**src/design/client_priority_arbiter_core_assert.svh**
```systemverilog
// Assertion macros shared by the client priority arbiter RTL.
`ifndef CLIENT_PRIORITY_ARBITER_CORE_ASSERT_SVH
`define CLIENT_PRIORITY_ARBITER_CORE_ASSERT_SVH

// Same-cycle implication, sampled on the rising clock edge and held off in reset.
`define CPA_ASSERT(label, ante, cons, msg) \
   label: assert property (@(posedge clock) disable iff (reset) (ante) |-> (cons)) \
      else $error(msg);

// Next-cycle implication, sampled on the rising clock edge and held off in reset.
`define CPA_ASSERT_NEXT(label, ante, cons, msg) \
   label: assert property (@(posedge clock) disable iff (reset) (ante) |=> (cons)) \
      else $error(msg);

`endif

```
**src/design/cpa_pkg.sv**
```systemverilog
// Constants and types shared by the client priority arbiter files.
package cpa_pkg;

   localparam int MAX_CLIENTS = 64;
   localparam int SLOT_W      = $clog2(MAX_CLIENTS);
   localparam int CNT_W       = $clog2(MAX_CLIENTS + 1);

   localparam int ACT_W    = 3;
   localparam int CLIENT_W = 6;
   localparam int PRIO_W   = 16;
   localparam int ORD_W    = 7;

   // The rank counter must reach two past the slot count.
   localparam int RANK_W = $clog2(MAX_CLIENTS + 3);
   localparam int CMP_W  = (RANK_W > ORD_W) ? RANK_W : ORD_W;

   localparam logic [ORD_W-1:0] ORDER_MAX = '1;

   typedef enum logic [ACT_W-1:0] {
      ACT_CONNECT    = 3'd0,
      ACT_DISCONNECT = 3'd1,
      ACT_REGISTER   = 3'd2,
      ACT_STREAM     = 3'd3,
      ACT_QUERY      = 3'd4
   } action_type;

   typedef enum logic [3:0] {
      ST_IDLE,
      ST_EXEC,
      ST_DUP,
      ST_RANK,
      ST_ORDER_WR,
      ST_FINISH_REG,
      ST_QRY_READ,
      ST_QRY_LOAD,
      ST_QRY_SCAN,
      ST_DONE
   } state_type;

endpackage

```
**src/design/cpa_req_if.sv**
```systemverilog
// Request channel interface of the client priority arbiter.
interface cpa_req_if
   import cpa_pkg::*;
();
   logic                valid;
   logic                ready;
   logic [ACT_W-1:0]    action;
   logic [CLIENT_W-1:0] client;
   logic [PRIO_W-1:0]   priority_value;
   logic                streaming_only;

   modport source (output valid, action, client, priority_value, streaming_only,
                   input  ready);
   modport sink   (input  valid, action, client, priority_value, streaming_only,
                   output ready);
endinterface

```
**src/design/cpa_rsp_if.sv**
```systemverilog
// Response channel interface of the client priority arbiter.
interface cpa_rsp_if
   import cpa_pkg::*;
();
   logic             valid;
   logic             ready;
   logic             ok;
   logic [ORD_W-1:0] assigned_order;

   modport source (output valid, ok, assigned_order, input  ready);
   modport sink   (input  valid, ok, assigned_order, output ready);
endinterface

```
**src/design/client_priority_arbiter_core.sv**
```systemverilog
// Client priority arbiter: slot table, register with order compaction, control query.
//
//   Channel | Dir | Transfer content
//   --------+-----+-----------------------------------------------------------
//   req     | in  | action, client, priority_value, streaming_only
//   rsp     | out | ok, assigned_order
//
// Connect, disconnect and start-stream pass through the execute and done states before the response is registered.
// A query reads the requester's entry, then walks the table one slot per cycle and answers
// when an entry denies it or the walk ends. A register walks the table for the duplicate
// check and then once per compacted rank, writing each picked slot's new order after its pass.
// The single read port of the priority and order memories is why the table is walked slot by
// slot. Reset is synchronous and clears the slot flags; no clearing pass is needed.
// The request side takes a new transfer while an earlier response still waits downstream.

`include "client_priority_arbiter_core_assert.svh"

module client_priority_arbiter_core
   import cpa_pkg::*;
(
   input  logic      clock,
   input  logic      reset,
   cpa_req_if.sink   req,
   cpa_rsp_if.source rsp
);

   // Per-slot flags live in flip-flops so that reset clears them at once. The
   // written flag marks priority and order entries that hold real data; an
   // entry never written reads as zero, which is its reset value.
   logic [MAX_CLIENTS-1:0] conn_ff, conn_in;
   logic [MAX_CLIENTS-1:0] strm_ff, strm_in;
   logic [MAX_CLIENTS-1:0] written_ff, written_in;

   // Priority and arrival order tables, one write and one read per cycle.
   logic [PRIO_W-1:0] prio_mem  [MAX_CLIENTS];
   logic [ORD_W-1:0]  order_mem [MAX_CLIENTS];
   logic [PRIO_W-1:0] prio_q_ff;
   logic [ORD_W-1:0]  order_q_ff;

   state_type         state_ff, state_in;
   action_type        act_ff, act_in;
   logic [SLOT_W-1:0] slot_ff, slot_in;
   logic              cvalid_ff, cvalid_in;
   logic [PRIO_W-1:0] prio_ff, prio_in;
   logic              so_ff, so_in;
   logic [ORD_W-1:0]  my_order_ff, my_order_in;

   // Compaction state: current rank and the best candidate found in this pass.
   logic [RANK_W-1:0] rank_ff, rank_in;
   logic [ORD_W:0]    best_ff, best_in;
   logic [SLOT_W-1:0] pick_ff, pick_in;
   logic              pick_vld_ff, pick_vld_in;

   // Table walk: issue counter and the stage that lines up with the read data.
   logic [CNT_W-1:0]  scan_ff, scan_in;
   logic              rd_vld_ff, rd_vld_in;
   logic [SLOT_W-1:0] rd_idx_ff;
   logic              rd_conn_ff, rd_strm_ff, rd_wr_ff;

   logic              res_ok_ff, res_ok_in;
   logic [ORD_W-1:0]  res_order_ff, res_order_in;
   logic              rsp_valid_ff, rsp_valid_in;
   logic              rsp_ok_ff, rsp_ok_in;
   logic [ORD_W-1:0]  rsp_order_ff, rsp_order_in;

   logic              issue;
   logic [SLOT_W-1:0] rd_addr;
   logic              we_prio, we_order;
   logic [SLOT_W-1:0] wr_addr;
   logic [PRIO_W-1:0] wr_prio;
   logic [ORD_W-1:0]  wr_order;

   logic [PRIO_W-1:0] e_prio;
   logic [ORD_W-1:0]  e_order;
   logic              scan_more, scan_done;
   logic              counted, deny, earliest;
   logic [7:0]        e_byte, my_byte;

   function automatic logic [ORD_W-1:0] sat_order(input logic [RANK_W-1:0] r);
      logic [CMP_W-1:0] wide;
      wide = CMP_W'(r);
      if (wide > CMP_W'(ORDER_MAX)) return ORDER_MAX;
      return ORD_W'(r);
   endfunction

   assign e_prio    = rd_wr_ff ? prio_q_ff  : '0;
   assign e_order   = rd_wr_ff ? order_q_ff : '0;
   assign scan_more = (scan_ff < CNT_W'(MAX_CLIENTS));
   assign scan_done = !scan_more && !rd_vld_ff;

   // Query compare: upper byte ranks, bit 8 of the requester's priority picks
   // whether the earlier or the later arrival wins a tie.
   assign e_byte   = e_prio[PRIO_W-1:8];
   assign my_byte  = prio_ff[PRIO_W-1:8];
   assign earliest = prio_ff[8];
   assign counted  = rd_vld_ff && rd_conn_ff && (!so_ff || rd_strm_ff);
   assign deny     = counted && ((e_byte > my_byte) ||
                                 ((e_byte == my_byte) &&
                                  (earliest ? (e_order < my_order_ff)
                                            : (e_order > my_order_ff))));

   assign req.ready          = (state_ff == ST_IDLE);
   assign rsp.valid          = rsp_valid_ff;
   assign rsp.ok             = rsp_ok_ff;
   assign rsp.assigned_order = rsp_order_ff;

   always_comb begin
      state_in     = state_ff;
      act_in       = act_ff;
      slot_in      = slot_ff;
      cvalid_in    = cvalid_ff;
      prio_in      = prio_ff;
      so_in        = so_ff;
      my_order_in  = my_order_ff;
      rank_in      = rank_ff;
      best_in      = best_ff;
      pick_in      = pick_ff;
      pick_vld_in  = pick_vld_ff;
      scan_in      = scan_ff;
      conn_in      = conn_ff;
      strm_in      = strm_ff;
      written_in   = written_ff;
      res_ok_in    = res_ok_ff;
      res_order_in = res_order_ff;
      rsp_valid_in = rsp_valid_ff;
      rsp_ok_in    = rsp_ok_ff;
      rsp_order_in = rsp_order_ff;
      issue        = 1'b0;
      rd_addr      = scan_ff[SLOT_W-1:0];
      we_prio      = 1'b0;
      we_order     = 1'b0;
      wr_addr      = slot_ff;
      wr_prio      = '0;
      wr_order     = '0;

      if (rsp_valid_ff && rsp.ready) begin
         rsp_valid_in = 1'b0;
      end

      unique case (state_ff)
         ST_IDLE: begin
            if (req.valid) begin
               act_in       = action_type'(req.action);
               slot_in      = SLOT_W'(req.client);
               cvalid_in    = (int'(req.client) < MAX_CLIENTS);
               prio_in      = req.priority_value;
               so_in        = req.streaming_only;
               scan_in      = '0;
               res_ok_in    = 1'b1;
               res_order_in = '0;
               if (action_type'(req.action) == ACT_REGISTER) begin
                  if (int'(req.client) < MAX_CLIENTS) begin
                     state_in = ST_DUP;
                  end else begin
                     res_ok_in = 1'b0;
                     state_in  = ST_DONE;
                  end
               end else if (action_type'(req.action) == ACT_QUERY) begin
                  if (int'(req.client) < MAX_CLIENTS) begin
                     state_in = ST_QRY_READ;
                  end else begin
                     res_ok_in = 1'b0;
                     state_in  = ST_DONE;
                  end
               end else begin
                  state_in = ST_EXEC;
               end
            end
         end

         ST_EXEC: begin
            if (cvalid_ff) begin
               unique case (act_ff)
                  ACT_CONNECT: begin
                     conn_in[slot_ff]    = 1'b1;
                     strm_in[slot_ff]    = 1'b0;
                     written_in[slot_ff] = 1'b1;
                     we_prio             = 1'b1;
                     we_order            = 1'b1;
                  end
                  ACT_DISCONNECT: begin
                     conn_in[slot_ff] = 1'b0;
                  end
                  ACT_STREAM: begin
                     strm_in[slot_ff] = 1'b1;
                  end
                  default: begin
                  end
               endcase
            end
            state_in = ST_DONE;
         end

         // Any connected slot holding the requested priority fails the register.
         ST_DUP: begin
            issue = scan_more;
            if (scan_more) begin
               scan_in = scan_ff + CNT_W'(1);
            end
            if (rd_vld_ff && rd_conn_ff && (e_prio == prio_ff)) begin
               res_ok_in    = 1'b0;
               res_order_in = '0;
               state_in     = ST_DONE;
            end else if (scan_done) begin
               rank_in     = RANK_W'(1);
               scan_in     = '0;
               best_in     = '1;
               pick_vld_in = 1'b0;
               state_in    = ST_RANK;
            end
         end

         // One pass per rank: find the lowest order at or above the rank,
         // first slot index winning among equals.
         ST_RANK: begin
            issue = scan_more;
            if (scan_more) begin
               scan_in = scan_ff + CNT_W'(1);
            end
            if (rd_vld_ff && rd_conn_ff &&
                (CMP_W'(e_order) >= CMP_W'(rank_ff)) &&
                ({1'b0, e_order} < best_ff)) begin
               best_in     = {1'b0, e_order};
               pick_in     = rd_idx_ff;
               pick_vld_in = 1'b1;
            end
            if (scan_done) begin
               state_in = pick_vld_ff ? ST_ORDER_WR : ST_FINISH_REG;
            end
         end

         ST_ORDER_WR: begin
            we_order = 1'b1;
            wr_addr  = pick_ff;
            wr_order = sat_order(rank_ff);
            rank_in  = rank_ff + RANK_W'(1);
            if (rank_ff == RANK_W'(MAX_CLIENTS + 1)) begin
               state_in = ST_FINISH_REG;
            end else begin
               scan_in     = '0;
               best_in     = '1;
               pick_vld_in = 1'b0;
               state_in    = ST_RANK;
            end
         end

         ST_FINISH_REG: begin
            we_prio             = 1'b1;
            we_order            = 1'b1;
            wr_prio             = prio_ff;
            wr_order            = sat_order(rank_ff);
            written_in[slot_ff] = 1'b1;
            res_ok_in           = 1'b1;
            res_order_in        = sat_order(rank_ff);
            state_in            = ST_DONE;
         end

         ST_QRY_READ: begin
            rd_addr  = slot_ff;
            state_in = ST_QRY_LOAD;
         end

         // The requester's own entry becomes the reference for the walk.
         ST_QRY_LOAD: begin
            prio_in     = e_prio;
            my_order_in = e_order;
            scan_in     = '0;
            state_in    = ST_QRY_SCAN;
         end

         ST_QRY_SCAN: begin
            issue = scan_more;
            if (scan_more) begin
               scan_in = scan_ff + CNT_W'(1);
            end
            if (deny) begin
               res_ok_in = 1'b0;
               state_in  = ST_DONE;
            end else if (scan_done) begin
               res_ok_in = 1'b1;
               state_in  = ST_DONE;
            end
         end

         ST_DONE: begin
            if (!rsp_valid_ff || rsp.ready) begin
               rsp_valid_in = 1'b1;
               rsp_ok_in    = res_ok_ff;
               rsp_order_in = res_order_ff;
               state_in     = ST_IDLE;
            end
         end

         default: begin
            state_in = ST_IDLE;
         end
      endcase

      rd_vld_in = issue;
   end

   always_ff @(posedge clock) begin
      if (reset) begin
         state_ff     <= ST_IDLE;
         conn_ff      <= '0;
         strm_ff      <= '0;
         written_ff   <= '0;
         rd_vld_ff    <= 1'b0;
         pick_vld_ff  <= 1'b0;
         rsp_valid_ff <= 1'b0;
      end else begin
         state_ff     <= state_in;
         conn_ff      <= conn_in;
         strm_ff      <= strm_in;
         written_ff   <= written_in;
         rd_vld_ff    <= rd_vld_in;
         pick_vld_ff  <= pick_vld_in;
         rsp_valid_ff <= rsp_valid_in;
      end
   end

   always_ff @(posedge clock) begin
      act_ff       <= act_in;
      slot_ff      <= slot_in;
      cvalid_ff    <= cvalid_in;
      prio_ff      <= prio_in;
      so_ff        <= so_in;
      my_order_ff  <= my_order_in;
      rank_ff      <= rank_in;
      best_ff      <= best_in;
      pick_ff      <= pick_in;
      scan_ff      <= scan_in;
      res_ok_ff    <= res_ok_in;
      res_order_ff <= res_order_in;
      rsp_ok_ff    <= rsp_ok_in;
      rsp_order_ff <= rsp_order_in;
      rd_idx_ff    <= rd_addr;
      rd_conn_ff   <= conn_ff[rd_addr];
      rd_strm_ff   <= strm_ff[rd_addr];
      rd_wr_ff     <= written_ff[rd_addr];
   end

   always_ff @(posedge clock) begin
      if (we_prio) begin
         prio_mem[wr_addr] <= wr_prio;
      end
      if (we_order) begin
         order_mem[wr_addr] <= wr_order;
      end
      prio_q_ff  <= prio_mem[rd_addr];
      order_q_ff <= order_mem[rd_addr];
   end

   `CPA_ASSERT_NEXT(a_accept_leaves_idle, req.valid && req.ready, !req.ready, "request taken but arbiter stayed idle")
   `CPA_ASSERT(a_write_not_idle, we_prio || we_order, state_ff != ST_IDLE, "table written while idle")
   `CPA_ASSERT(a_order_implies_ok, rsp.valid && (rsp.assigned_order != '0), rsp.ok, "order given with failed result")
   `CPA_ASSERT(a_compact_target, state_ff == ST_ORDER_WR, pick_vld_ff && conn_ff[pick_ff], "compaction writes a slot that is not connected")
   `CPA_ASSERT_NEXT(a_done_loads_rsp, (state_ff == ST_DONE) && (!rsp.valid || rsp.ready), rsp.valid && (rsp.ok == $past(res_ok_ff)), "finished result not presented")

endmodule
```
**src/flat_wrapper.sv**
```systemverilog
// flat-port wrapper written by rule: the top's interface ports become plain ports
module client_priority_arbiter_core_flat import cpa_pkg::*;
  (clock, reset, req_valid, req_action, req_client, req_priority_value, req_streaming_only, req_ready, rsp_valid, rsp_ok, rsp_assigned_order, rsp_ready);
  cpa_req_if req_i ();
  cpa_rsp_if rsp_i ();
  input  logic clock;
  input  logic reset;
  input wire logic [$bits(req_i.valid)-1:0] req_valid;
  input wire logic [$bits(req_i.action)-1:0] req_action;
  input wire logic [$bits(req_i.client)-1:0] req_client;
  input wire logic [$bits(req_i.priority_value)-1:0] req_priority_value;
  input wire logic [$bits(req_i.streaming_only)-1:0] req_streaming_only;
  output wire logic [$bits(req_i.ready)-1:0] req_ready;
  output wire logic [$bits(rsp_i.valid)-1:0] rsp_valid;
  output wire logic [$bits(rsp_i.ok)-1:0] rsp_ok;
  output wire logic [$bits(rsp_i.assigned_order)-1:0] rsp_assigned_order;
  input wire logic [$bits(rsp_i.ready)-1:0] rsp_ready;
  assign req_i.valid = req_valid;
  assign req_i.action = req_action;
  assign req_i.client = req_client;
  assign req_i.priority_value = req_priority_value;
  assign req_i.streaming_only = req_streaming_only;
  assign req_ready = req_i.ready;
  assign rsp_valid = rsp_i.valid;
  assign rsp_ok = rsp_i.ok;
  assign rsp_assigned_order = rsp_i.assigned_order;
  assign rsp_i.ready = rsp_ready;
  client_priority_arbiter_core u_core (.clock(clock), .reset(reset), .req(req_i), .rsp(rsp_i));
endmodule
```
**config.mk**
```make
export PLATFORM = sky130hd
export DESIGN_NAME = client_priority_arbiter_core_flat
export DESIGN_NICKNAME = d
export VERILOG_FILES = /design/src/design/cpa_pkg.sv /design/src/design/cpa_req_if.sv /design/src/design/cpa_rsp_if.sv /design/src/design/client_priority_arbiter_core.sv /design/src/flat_wrapper.sv
export VERILOG_INCLUDE_DIRS = /design/src /design/src/design
export SDC_FILE = /design/constraint.sdc
export NUM_CORES = 2
export LEC_CHECK = 0
export BUFFER_PORTS_ARGS = -buffer_cell sky130_fd_sc_hd__buf_4
export CAP_MARGIN = 10
export CORE_ASPECT_RATIO = 1.5
export CORE_UTILIZATION = 60
export CTS_CLUSTER_SIZE = 16
export DETAILED_ROUTE_END_ITERATION = 7
export GPL_ROUTABILITY_DRIVEN = 1
export PLACE_DENSITY = 0.76
export REMOVE_ABC_BUFFERS = 1
export SLEW_MARGIN = 15
export SYNTH_ARGS = -nofsm -noshare
export SYNTH_HDL_FRONTEND = slang
export SYNTH_SLANG_ARGS = --single-unit
```
**constraint.sdc**
```tcl
create_clock -name clock -period 5.2 [get_ports clock]
set_input_delay 0.26 -clock clock [delete_from_list [all_inputs] [get_ports clock]]
set_output_delay 0.26 -clock clock [all_outputs]
set_load 0.02 [all_outputs]
```
==> out/metrics.cfg <==
[worst_setup_path]
cp_common_cell=buf_4
crit_chain=nor4bb_2 > buf_4 > mux2i_4 > inv_8 > buf_12 > buf_4 > mux4_2 > a22oi_1 > nand4_1 > nor2_1 > o21ai_1
cp-end-kind=flip-flop
critPathKind=reg2reg
cp.arrival_ns=5.01
start_kind=flip-flop
crit_path_max_incr_delay_ns=0.73
critPathMaxFanout=60
crit_slowest_cell=dfxtp_1
cp_data_required_time_ns=5.88

[layout]
num-nets-final=4322
fillers=7339
multi_input_area_um2=17950
area_growth_pct=11.90
fin_cells=5948
design_area_um2=78570
drive_above_1_share=0.2111
regArea_um2=51140

[power]
power.internal_uw=25430
ir_worst_vdd_uv=490.2
p_leak_uw=0.02710
finalPower_uw=36250
p_clk_frac=0.317
switching_share=0.2984
pwr-share-seq=0.451
combPwrFrac=0.232
power_density_nw_per_um2=461.3
p_switching_uw=10810

[synth]
yosys.area_share.simple=0.06301
synth_top_family_by_area=multiplexers
synthCells=4090
synthAdderAreaFrac=0.004740
synth_enable_flop_cells=1549
ys_seq_elements=1780
synthMuxAreaShare=0.1286
synth_area_per_cell_um2=17.17
synthArstFlopShare=0
synthDistinctLibCells=69
yosysSeqAreaShare=0.7284
yosys_warnings=0
synth_compound_area_frac=0.05508
synth_top_flop_cell=edfxtp_1
syn-cell-area_um2=70210
synthXorXnorAreaFrac=0.001746

[timing]
rsz0062_at_grt=false
finalHoldViolCount=0
drv_slew=0
min_period_over_period=0.8316
worstMarginPinSlew_ns=1.236
setup_ws_ns=0.8759
fin_crit_ns=4.324
skew_ns=0.02834
slew_headroom=0.1717
fin_setup_tns_ns=0
setup_viol=0
max_freq_ghz=0.2313

[clocking]
tritoncts=built
cts_resized=0
cts_hold_buf=28
clkLatencyLatePin_ns=0.79
clk_pin_slew_worst_paths_ns=0.06
cts_buffer_depth=3
post_cts_buffers=0
htree_levels=4
cts_num_sinks=1780
numCtsBuffers=155
cts_root_buf=clkbuf_16

[floorplanning]
dieArea_um2=118400
die_h_um=421.0
die_w_um=281.3
io-pin-count=40
rows=153
core_um2=116000
start_util=0.6052

[routing]
avgViaCountPerCell=6.767
drt_first_pass_iters=6
drc=0
finalWirelength_mm=184.7
initialDrtViolationCount=5350
avgRoutedWirePerCell_um=31.06
dr_total_vias=40250
drtAntennaViolNets=0

[status]
outcome=complete, no violations

[place]
numPlacedInstances=5632
port_buffers=39
dp_slack_ns=0.9130
hpwlAfterDp_mm=113.2
place_area_um2=73250
finalWeightedCongestion=0.8984

[global_routing]
grt_pass1_vias=39980
grt_usage=0.3150
grt_overflow=0
antenna_found_initial=7
grt_max_degree=112
grt_pass1_wl_mm=266.8

[flow_run]
drv_cap=0

[worst_hold_path]
worstHoldPathType=in2reg

[cells in the mapped netlist (11+ instances only)]
library cell / number / area (um2)
a21oi_1: 188 / 940.9
a221o_1: 26 / 260.3
a22oi_1: 210 / 1577
a311oi_1: 61 / 534.3
and2_1: 29 / 181.4
buf_1: 19 / 71.32
buf_2: 74 / 370.4
buf_4: 18 / 135.1
clkbuf_1: 141 / 529.3
dfxtp_1: 231 / 4624
edfxtp_1: 1549 / 46510
ha_1: 25 / 312.8
inv_1: 34 / 127.6
mux2i_1: 68 / 680.7
mux4_2: 364 / 8198
nand2_1: 263 / 987.2
nand2b_1: 29 / 181.4
nand3_1: 136 / 680.7
nand4_1: 30 / 187.7
nor2_1: 368 / 1381
nor2b_1: 13 / 81.33
nor3_1: 30 / 150.1
nor4_4: 13 / 276.5
o21ai_0: 27 / 135.1
o21ai_1: 26 / 130.1
or2_2: 11 / 68.82
[placed cells by master (no fill, tap or decap), types with 65 or more instances in the layout]
cell / synthesis / final
mux2i_1: 68 / 65
mux4_2: 364 / 364
a21oi_1: 188 / 188
edfxtp_1: 1549 / 1549
nor2_1: 368 / 355
clkbuf_16: 0 / 158
a22oi_1: 210 / 210
nand3_1: 136 / 135
buf_4: 18 / 232
dfxtp_1: 231 / 231
nand2_1: 263 / 263
[worst paths after layout]
path | startpoint | cells past startpoint | endpoint | slack, ns
hold / removal | req_valid | 4 | u_core.res_ok_ff | 0.11
hold reg to reg | u_core.rd_idx_ff[3] | 0 | u_core.pick_ff[3] | 0.41
setup / recovery | u_core.state_ff[1] | 11 | u_core.prio_q_ff[7] | 0.88
setup reg to reg | u_core.state_ff[1] | 11 | u_core.prio_q_ff[7] | 0.88
[critical path: cells and delay by family, from the launching register on]
kind                   cells  cell delay [ns]
buffers and inverters      4             1.44
AOI/OAI and AO/OA          2             0.49
and+or+nand+nor            3             0.84
DFF                        1             0.73
muxes                      2             0.65
[stage by stage]
step	utilization	hold slack [ns]
CTS	0.6772	0.04804
floorplan	-	0.3291
global placement	0.6313	0.3858
detailed placement	0.6314	0.3906
finish	0.6773	0.1113
global route	0.6772	0.1426
[flip-flops by register name, summed over array words and instances, names as in the netlist, 3 cells and up, named ones only]
name / count
u_core.prio_mem: 1024
u_core.rsp.assigned_order: 7
u_core.best_ff: 8
u_core.rd_idx_ff: 6
u_core.res_order_ff: 7
u_core.slot_ff: 6
u_core.scan_ff: 7
u_core.pick_ff: 6
u_core.order_mem: 448
u_core.prio_q_ff: 16
u_core.order_q_ff: 7
u_core.act_ff: 3
u_core.prio_ff: 16
u_core.my_order_ff: 7
u_core.rank_ff: 7
u_core.state_ff: 4
u_core.written_ff: 64
[routing by layer]
metal  up-vias  GRT usage  routed length (um)
met4         6     0.1879               12800
met2      2593     0.5090               90890
li1      16630          -                   -
met5         -          0                  36
met3       593    0.06224               18010
met1     20430     0.3960               62980
[power groups by stage]
stage	Clock (uW)	Sequential [uW]	Combinational, uW
2_1_floorplan	0	16600	5470
3_3_place_gp	0	16600	8170
3_5_place_dp	0	16600	8260
4_1_cts	11600	16300	8350
5_1_grt	12100	16400	8770
6_report	11500	16400	8400
[cells by family after synthesis]
family | after synthesis
flip-flops | 1780
AND/OR/NAND/NOR | 953
AO/OA/AOI/OAI | 575
multiplexers | 443
buffers and inverters | 298
adder cells (fa/ha/maj) | 27
XOR/XNOR | 14
[final cells by class]
class | count | share of cell area
Multi-Input combinational cell | 2012 | 0.2284
Sequential cell | 1780 | 0.6509
Tap cell | 1550 | 0.02468
Antenna cell | 3 | 0.00009555
Clock inverter | 73 | 0.009236
Clock buffer | 212 | 0.05481
Timing Repair Buffer | 276 | 0.02959
Inverter | 42 | 0.002293
Power figures use the tool's default switching activity.
